==> src/rtl/gcnl_pkg.sv <==
// shared widths, register indexes, types and helpers of the grid cell neighbor lister
package gcnl_pkg;

    // table and field sizes
    localparam int SLOTS      = 256;
    localparam int SLOT_W     = 8;
    localparam int POS_W      = 24;
    localparam int DIFF_W     = POS_W + 1;
    localparam int SIZE_W     = 23;
    localparam int CNT_W      = 11;
    localparam int AXIS_W     = 10;
    localparam int ID_W       = 20;
    localparam int RAD_W      = 2;
    localparam int SPAN_W     = 3;
    localparam int MAX_CELLS  = 1024;

    // serial step counts
    localparam int DIV_STEPS  = POS_W;
    localparam int MUL_STEPS  = CNT_W;
    localparam int STEP_W     = 5;

    // configuration port
    localparam int CFG_IDX_W  = 3;
    localparam int CFG_W      = 24;

    localparam logic [CFG_IDX_W-1:0] CFG_ORIGIN_X     = 3'd0;
    localparam logic [CFG_IDX_W-1:0] CFG_ORIGIN_Y     = 3'd1;
    localparam logic [CFG_IDX_W-1:0] CFG_CELL_WIDTH   = 3'd2;
    localparam logic [CFG_IDX_W-1:0] CFG_CELL_HEIGHT  = 3'd3;
    localparam logic [CFG_IDX_W-1:0] CFG_CELLS_ACROSS = 3'd4;
    localparam logic [CFG_IDX_W-1:0] CFG_CELLS_DOWN   = 3'd5;
    localparam logic [CFG_IDX_W-1:0] CFG_VIEW_RADIUS  = 3'd6;

    // control of one serial divider lane
    typedef struct packed {
        logic load;
        logic step;
    } t_div_ctl;

    // grid size per axis: zero acts as one, large values saturate
    function automatic logic [CNT_W-1:0] eff_count(input logic [CNT_W-1:0] n);
        logic [CNT_W-1:0] res;
        if (n == '0) begin
            res = CNT_W'(1);
        end else if (n > CNT_W'(MAX_CELLS)) begin
            res = CNT_W'(MAX_CELLS);
        end else begin
            res = n;
        end
        return res;
    endfunction

    // cell size: zero acts as one
    function automatic logic [SIZE_W-1:0] eff_size(input logic [SIZE_W-1:0] s);
        return (s == '0) ? SIZE_W'(1) : s;
    endfunction

    // smaller of the radius and a cell distance
    function automatic logic [RAD_W-1:0] min_rad(input logic [RAD_W-1:0] r,
                                                 input logic [AXIS_W-1:0] v);
        return (v < AXIS_W'(r)) ? v[RAD_W-1:0] : r;
    endfunction

endpackage

==> src/rtl/gcnl_div_lane.sv <==
// bit-serial restoring divider for one axis, one quotient bit per cycle while step is high
module gcnl_div_lane (
    input  logic                          i_clk,
    input  gcnl_pkg::t_div_ctl            i_ctl,
    input  logic [gcnl_pkg::POS_W-1:0]    i_dividend,
    input  logic [gcnl_pkg::SIZE_W-1:0]   i_divisor,
    output logic [gcnl_pkg::POS_W-1:0]    o_quotient
);

    logic [gcnl_pkg::POS_W-1:0]  r_dvd;
    logic [gcnl_pkg::SIZE_W-1:0] r_rem;
    logic [gcnl_pkg::SIZE_W-1:0] r_dsr;
    logic [gcnl_pkg::SIZE_W:0]   trial;
    logic [gcnl_pkg::SIZE_W:0]   trial_sub;
    logic                        q_bit;

    // shift the next dividend bit into the partial remainder and try the subtract
    always_comb begin
        trial     = {r_rem, r_dvd[gcnl_pkg::POS_W-1]};
        trial_sub = trial - {1'b0, r_dsr};
        q_bit     = (trial >= {1'b0, r_dsr});
    end

    // quotient bits replace dividend bits from the bottom
    always_ff @(posedge i_clk) begin
        if (i_ctl.load) begin
            r_dvd <= i_dividend;
            r_rem <= '0;
            r_dsr <= gcnl_pkg::eff_size(i_divisor);
        end else if (i_ctl.step) begin
            r_dvd <= {r_dvd[gcnl_pkg::POS_W-2:0], q_bit};
            r_rem <= q_bit ? trial_sub[gcnl_pkg::SIZE_W-1:0]
                           : trial[gcnl_pkg::SIZE_W-1:0];
        end
    end

    assign o_quotient = r_dvd;

endmodule

==> config.mk <==
export PLATFORM = sky130hd
export DESIGN_NAME = gcnl_div_lane
export DESIGN_NICKNAME = d
export VERILOG_FILES = /design/src/rtl/gcnl_pkg.sv /design/src/rtl/gcnl_div_lane.sv
export SDC_FILE = /design/constraint.sdc
export NUM_CORES = 1
export LEC_CHECK = 0
export ABC_AREA = 1
export BUFFER_PORTS_ARGS = -buffer_cell sky130_fd_sc_hd__buf_4
export CAP_MARGIN = 15
export CORE_AREA = 2 2 109 79
export CTS_CLUSTER_SIZE = 28
export DETAILED_ROUTE_END_ITERATION = 8
export DIE_AREA = 0 0 111 81
export PLACE_DENSITY = 0.92
export SLEW_MARGIN = 0
export SYNTH_ARGS = -nofsm -noshare
export SYNTH_HDL_FRONTEND = slang
export SYNTH_SLANG_ARGS = --single-unit
==> constraint.sdc <==
create_clock -name i_clk -period 6 [get_ports i_clk]
set_clock_uncertainty 0.2 [all_clocks]
set_input_delay 0.3 -clock i_clk [delete_from_list [all_inputs] [get_ports i_clk]]
set_output_delay 0.3 -clock i_clk [all_outputs]
set_load 0.05 [all_outputs]
Yosys cells after proc, flatten, opt, wreduce, memory -nomap -nowiden --
Index checks and enable logic that the tools add are counted.
Storage, ports and cells: flip-flop bits (word level) 70, word-level logic and storage cells 10
Operators by class: add/subtract/negate cells 1, magnitude comparators 1, muxes and demuxes 3, reductions and logical operators 2
Operators by type and width (number):
- $mux 24 | 2
- $ge 24x23->1 | 1
- $logic_not 23->1 | 1
- $mux 23 | 1
- $sub 23x23->23 | 1
- $reduce_bool 2->1 | 1

Logic depth before layout (Yosys ltp) --
Gate-level depths: netlist of run 1.
depth in word-level cells 3, depth in mapped cells 16

Worst setup path before layout of run 1 --
OpenSTA, ideal clock, no wires.
path type register to register, start register r_dvd, in the netlist o_quotient[23], end register r_rem[13] in the netlist's numbering, setup time 112 ps, arrival 2290 ps, required time 5688 ps, slack 3398 ps, stages on the path, launching flop included 16, period minus slack after synthesis 2602 ps, cell sequence edfxtp_1 inv_1 ha_1 fa_1 inv_1 nand2_1 nand2_1 nand3_1 nand2_1 nand2_1 nand4_2 buf_6 buf_4 nand2_1 nand2_1 nand2_1
Between the ends: longest elaborated chain between the ends 2, elaborated cells on any way between the ends 3, classes of those cells 1 x add/sub; 1 x order compare; 1 x mux
Ends and longest elaborated chain:
- start, declared | RTL line gcnl_div_lane.sv:10 | logic [gcnl_pkg::POS_W-1:0] r_dvd;
- start signal, assigned | RTL line gcnl_div_lane.sv:27 | r_dvd <= i_dividend;
- start signal, assigned | RTL line gcnl_div_lane.sv:31 | r_dvd <= {r_dvd[gcnl_pkg::POS_W-2:0], q_bit};
- $sub 23x23->23 / $ge 24x23->1 (equally long branches) | RTL line gcnl_div_lane.sv:20, gcnl_div_lane.sv:21
- $mux 23 (*) | RTL line gcnl_div_lane.sv:32 | r_rem <= q_bit ? trial_sub[gcnl_pkg::SIZE_W-1:0]
- end signal, assigned | RTL line gcnl_div_lane.sv:32
- end, declared | RTL line gcnl_div_lane.sv:11 | logic [gcnl_pkg::SIZE_W-1:0] r_rem;
Mark *: on every way between the ends. The rest lies on a longest branch, timed or not. A chain may end at the register's enable or synchronous reset.

Worst setup path after layout of run 1 --
start register r_dvd, in the netlist o_quotient[23], end register r_rem[1] in the netlist's numbering
The elaborated chain is that of the path after synthesis.

==> results of run 1 <==
[cell type report]
cell class	instances	area [um2]
well taps	105	131
multi-input cells	477	2270
flip-flops and latches	70	1870
fillers	570	2420
inverters	90	338
clock inverters	7	57.6
clock buffers	9	225
repair buffers	96	776
[metrics by stage]
step	hold WS (ps)	utilization, %	cells	area, um2	power, W
after floorplan	212	-	673	4650	0.000726
after global placement	256	63.8	816	5170	0.000798
after detailed placement	263	63.8	816	5170	0.000808
after CTS	24.2	70.1	854	5670	0.00133
after global routing	34.4	70.1	854	5670	0.00137
final	30.7	70.1	854	5670	0.00133
[critical path, cell delays in order, from the launching register on]
cell      delay, ps
edfxtp_1        370
inv_1            60
ha_1            230
fa_1            420
inv_1            90
nand2_1          50
nand2_1          80
nand3_1          80
nand2_1         160
nand2_1          90
nand4_2         410
buf_4           420
nor2_1           80
nor2_1          100
nand2_1         110
nand2_1          90
[cell usage in the layout (no fill, tap or decap), types with 2 or more instances in the layout]
cell type,netlist,final
and2_1,3,3
edfxtp_1,47,47
o21ai_0,2,2
dlygate4sd3_1,0,22
nor4_1,5,5
ha_1,23,23
nor2_4,2,2
nor2_1,53,52
nand2_1,293,293
xnor2_1,10,10
nand4_1,5,5
nor3_1,5,5
nand2_2,3,3
nor2_2,21,22
inv_1,89,89
clkbuf_16,0,9
dfxtp_1,23,23
nand3_1,27,27
o21bai_1,4,4
a21oi_1,15,15
inv_6,0,2
xor2_1,2,2
clkinv_4,0,2
buf_4,1,74
[cell usage after synthesis, drive strengths merged]
cell type | instances | area [um2]
nand3b | 1 | 7.51
or2 | 1 | 6.26
a21oi | 15 | 75.1
clkbuf | 29 | 109
nand4 | 6 | 43.8
buf | 7 | 62.6
nand2 | 296 | 1120
xor2 | 2 | 17.5
inv | 90 | 338
and2 | 3 | 18.8
nor3 | 5 | 25.0
o21ai | 2 | 10.0
ha | 23 | 288
fa | 1 | 20.0
nor4 | 5 | 31.3
nand3 | 27 | 135
nor2 | 76 | 353
xnor2 | 10 | 87.6
dfxtp | 23 | 460
edfxtp | 47 | 1410
o21bai | 4 | 30.0
[registers in the layout, summed over array words and instances, names as in the netlist]
name and cells:
o_quotient 24, r_dsr 23, r_rem 23
[power breakdown]
group	total (W)	leakage, nW	switching [W]	internal, W
registers	0.000569	0.662	0.0000178	0.000551
clock network	0.000514	0.136	0.000229	0.000286
logic	0.000251	2.08	0.000164	0.0000867
[worst paths after layout]
check | slack, ps | end | start | cells after the start
min | 30 | o_quotient[9] | i_dividend[9] | 3
max | 2890 | r_rem[1] | o_quotient[23] | 15
max reg2reg | 2890 | r_rem[1] | o_quotient[23] | 15
min reg2reg | 270 | r_rem[22] | r_rem[22] | 2
[cell families (layout without fill, tap and decap cells)]
logic type / Yosys count / count (layout) / share of synthesized area (%)
AO/OA/AOI/OAI: 21 / 21 / 2.48
XOR/XNOR: 12 / 12 / 2.26
adder cells (fa/ha/maj): 24 / 24 / 6.62
buffers and inverters: 126 / 202 / 11.0
flip-flops: 70 / 70 / 40.3
AND/OR/NAND/NOR: 420 / 420 / 37.4
[timing repair]
action                                 4_1_cts  5_1_grt
hold buffers                                22        0
endpoints found under the hold margin       22        0
setup endpoints to repair                    0        0
[metal layers]
layer | track usage (%) | wire (um)
met1 | 36.8 | 5400
met4 | 7.63 | 201
met3 | 7.91 | 1250
met2 | 50.2 | 6040
met5 | 0 | 0
==> impl_metrics.csv, run 1 <==
group,metric,value,unit
outcome,status,"completed",
synthesis,synth_cells,673,
sta,setup_tns,0,ps
clock_tree,cts_tree,"done",
drt,ant_nets,0,
die,rows,28,
synthesis,synth-seq-area-share,40.3,%
power,ir_drop,0.000211,V
finish,antenna_cells,0,
worst_setup_path,cp_max_fo,27,
synthesis,yosysWarnings,0,
finish,syn_to_final_growth,22.0,%
drt,drt_wl_total,12900,um
worst_setup_path,crit_path_end_kind,"flip-flop",
global_routing,overflow,0,
clock_tree,clock_latency,340,ps
clock_tree,ctsResizeCount,0,
worst_setup_path,crit_type,"reg2reg",
global_routing,grt_usage,29.1,%
placement,gp_congestion,0.951,
clock_tree,clk_pin_slew,60,ps
sta,worst_pin_slew,1090,ps
worst_setup_path,worstPathArrival,3170,ps
worst_hold_path,min_path_type,"in2reg",
global_routing,antenna_found_initial,0,
power,cellPowerDensity,235,nW/um2
clock_tree,cts.sinks,70,
die,initial_utilization,57.4,%
drt,dr.pass1.iters,7,
clock_tree,clockRootBuffer,"clkbuf_16",
die,core-area,8090,um2
worst_setup_path,crit_required,6070,ps
die,io_pins,74,
synthesis,ys_ff_latch,70,
clock_tree,post_cts_buffers,0,
synthesis,synth_nets,747,
drt,drc_errors,0,
clock_tree,clock_path_buffers,2,
power,leakage,2.88,nW
sta,slew_violations,0,
sta,relSlewSlack,27.4,%
drt,via_count,4613,
synthesis,netlist_area,4650,um2
flow_run,drv_cap,0,
sta,period_share,51.8,%
drt,wl_per_cell,15.1,um
clock_tree,numCtsBuffers,9,
die,die_y,81,um
placement,dp_hpwl,8730,um
drt,detail_route.iter0.violations,478,
synthesis,avgSynthCellArea,6.91,um2
finish,drive_above_1_share,15.9,%
global_routing,grt_pass1_vias,4355,
placement,numPortBuffers,73,
die,dieArea,8990,um2
sta,fin_crit,3110,ps
drt,vias_per_cell,5.40,
die,die_x,111,um
sta,rsz0062_at_grt,"no",
sta,max_freq,0.322,GHz
sta,setup_viol,0,
global_routing,grt_first_pass_wirelength,20600,um
clock_tree,htreeDepth,3,
worst_setup_path,startpoint_type,"flip-flop",
global_routing,grt_max_degree,50,
sta,setup_ws,2890,ps
synthesis,yosys.cell_types.count,30,
placement,place_ws,3020,ps
sta,hold_viol_final,0,
finish,nets,818,
(Power assumes the default switching activity.)
==> inputs of run 2 (changes only) <==
--- a/config.mk
+++ b/config.mk
@@ -8,11 +8,11 @@
 export ABC_AREA = 1
 export BUFFER_PORTS_ARGS = -buffer_cell sky130_fd_sc_hd__buf_4
 export CAP_MARGIN = 15
-export CORE_AREA = 2 2 109 79
+export CORE_AREA = 2 2 111 81
 export CTS_CLUSTER_SIZE = 28
 export DETAILED_ROUTE_END_ITERATION = 8
-export DIE_AREA = 0 0 111 81
-export PLACE_DENSITY = 0.92
+export DIE_AREA = 0 0 113 83
+export PLACE_DENSITY = 0.89
 export SLEW_MARGIN = 0
 export SYNTH_ARGS = -nofsm -noshare
 export SYNTH_HDL_FRONTEND = slang
==> constraint.sdc (replaced) <==
create_clock -name i_clk -period 3.05 [get_ports i_clk]
set_clock_uncertainty 0.2 [all_clocks]
set_input_delay 0.1525 -clock i_clk [delete_from_list [all_inputs] [get_ports i_clk]]
set_output_delay 0.1525 -clock i_clk [all_outputs]
set_load 0.05 [all_outputs]
==> run 2 against run 1 <==
  * Worst hold slack lost 9.0 ps
  * Combinational power grew 110%
  * Sequential share of layout area fell by 1.5 points
  * Wire length is 10% higher
  * Clock power up 90%
  * Fmax increased by 14%
  * Sequential power up 97%
  * Utilization increased by 1.8 points
  * Die area rose by 4.3%
  * Via count increased by 5.0%
  * Flip-flop and latch count did not move
  * Non-clock buffer count grew 30
==> impl_metrics.csv, run 2 (synthesis gave the netlist of run 1 again) <==
group,metric,value,unit
outcome,status,"completed",
finish,mostFrequentLayoutCells,"293 x nand2_1, 89 x inv_1, 79 x buf_4, 53 x nor2_1",
worst_setup_path,cp_common_cell,"nand2_1",
placement,dp_hpwl,8690,um
drt,dr.pass1.iters,5,
flow_run,drv_cap,0,
power,p_seq_share,42.7,%
worst_setup_path,worst-path-buf-inv,3,
power,power_frac_comb,20.2,%
worst_setup_path,worstPathArrival,2770,ps
clock_tree,post_cts_buffers,0,
finish,largest_register_ffs,24,
worst_setup_path,slowest_delay,410,ps
die,die_x,113,um
placement,place_ws,454,ps
finish,regArea,1870,um2
power,switching_share,30.5,%
power,cellPowerDensity,443,nW/um2
clock_tree,cts.sinks,70,
sta,rsz0062_at_grt,"no",
sta,setup_viol,0,
die,die_y,83,um
die,dieArea,9380,um2
sta,worst_pin_slew,626,ps
sta,relSlewSlack,57.9,%
drt,via_count,4844,
finish,nFillCells,560,
global_routing,grt_max_degree,34,
worst_setup_path,critPathSlowestCell,"fa_1",
worst_setup_path,startpoint_type,"flip-flop",
clock_tree,cts_tree,"done",
clock_tree,clock_path_buffers,2,
clock_tree,htreeDepth,3,
sta,fin_crit,2740,ps
drt,detail_route.iter0.violations,481,
sta,setup_ws,312,ps
sta,period_share,89.8,%
finish,finalCoreUtilization,71.8,%
worst_setup_path,crit_type,"reg2reg",
sta,slew_violations,0,
clock_tree,numCtsBuffers,9,
global_routing,overflow,0,
sta,max_freq,0.365,GHz
drt,ant_nets,0,
sta,hold_viol_final,0,
global_routing,grt_pass1_vias,4724,
drt,vias_per_cell,5.48,
clock_tree,ctsResizeCount,0,
finish,final_common_cell,"nand2_1",
worst_setup_path,crit_required,3080,ps
power,leakage,3.00,nW
finish,syn_to_final_growth,27.8,%
power,clockPowerShare,37.1,%
finish,antenna_cells,0,
power,ir_drop,0.000420,V
placement,dp_cells,821,
worst_hold_path,min_path_type,"in2reg",
placement,numPortBuffers,73,
power,p_int,0.00183,W
worst_setup_path,crit_path_end_kind,"flip-flop",
finish,nets,848,
global_routing,grt_usage,30.6,%
die,initial_utilization,56.2,%
worst_setup_path,crit_chain,"inv_1 > ha_1 > fa_1 > inv_1 > nand2_1 > nand2_1 > nand3_1 > nand2_1 > nand2_1 > nand4_2 > buf_4 > nand3_1 > nand2_1 > nand2_1",
clock_tree,clockRootBuffer,"clkbuf_16",
power,p_switching,0.000803,W
clock_tree,clock_latency,340,ps
finish,fin_cells,884,
finish,multi_input_area,2270,um2
finish,drive_above_1_share,15.7,%
global_routing,grt_first_pass_wirelength,22600,um
die,rows,28,
global_routing,antenna_found_initial,0,
die,core-area,8270,um2
drt,wl_per_cell,16.1,um
worst_setup_path,critical_path.top_delay_family,"simple AND/OR/NAND/NOR gates",
drt,drt_wl_total,14200,um
sta,setup_tns,0,ps
placement,gp_congestion,0.975,
die,io_pins,74,
worst_setup_path,cp_max_fo,33,
drt,drc_errors,0,
sta,hold_ws,21.7,ps
clock_tree,clk_pin_slew,60,ps
## run 2: cell type report
type | count | share of cell area (%)
clock buffer | 10 | 3.86
clock inverter | 6 | 0.632
inverter | 90 | 5.69
multi-input combinational | 477 | 38.2
sequential | 70 | 31.5
tap | 105 | 2.21
timing repair buffer | 126 | 17.9
## run 2: path summary, 6_finish.rpt
kind | startpoint | to | slack, ps | depth (start not counted)
max reg2reg | o_quotient[23] | r_rem[11] | 310 | 14
min | i_ctl[1] | r_dsr[4] | 20 | 1
max | o_quotient[23] | r_rem[11] | 310 | 14
min reg2reg | r_rem[21] | r_rem[21] | 270 | 2
## run 2: repair_timing
action | 4_1_cts | 5_1_grt
hold buffers | 47 | 0
setup endpoints to repair | 0 | 0
endpoints found under the hold margin | 47 | 0
## run 2: stage by stage
step                instance area [um2]  total power (W)
global route                       5940          0.00270
floorplan                          4650          0.00143
global placement                   5200          0.00158
CTS                                5940          0.00259
finish                             5940          0.00263
detailed placement                 5200          0.00159
## run 2: worst reg2reg max path, cell delays in order (launching register included)
cell      delay, ps
edfxtp_1        370
inv_1            60
ha_1            220
fa_1            410
inv_1           100
nand2_1          50
nand2_1          70
nand3_1          60
nand2_1         160
nand2_1          90
nand4_2          90
buf_4           380
nand3_1         180
nand2_1         130
nand2_1          50
## run 2: power by group through the flow
| stage | logic, W | registers [W] | clock network [W] |
|---|---|---|---|
| global route | 0.000562 | 0.00113 | 0.00101 |
| CTS | 0.000507 | 0.00112 | 0.000965 |
| detailed placement | 0.000457 | 0.00113 | 0 |
| floorplan | 0.000187 | 0.00124 | 0 |
| finish | 0.000531 | 0.00112 | 0.000977 |
| global placement | 0.000444 | 0.00113 | 0 |
## run 2: per-layer routing
layer  share of wire, %  track usage [%]  routed length, um  up-vias
li1                   -                -                  -     2264
met1                 40             39.5               5690     2203
met2                 46             49.2               6540      320
met3                 10             7.30               1430       57
met4                3.8             13.1                535        0
met5                  0                0                  0        -
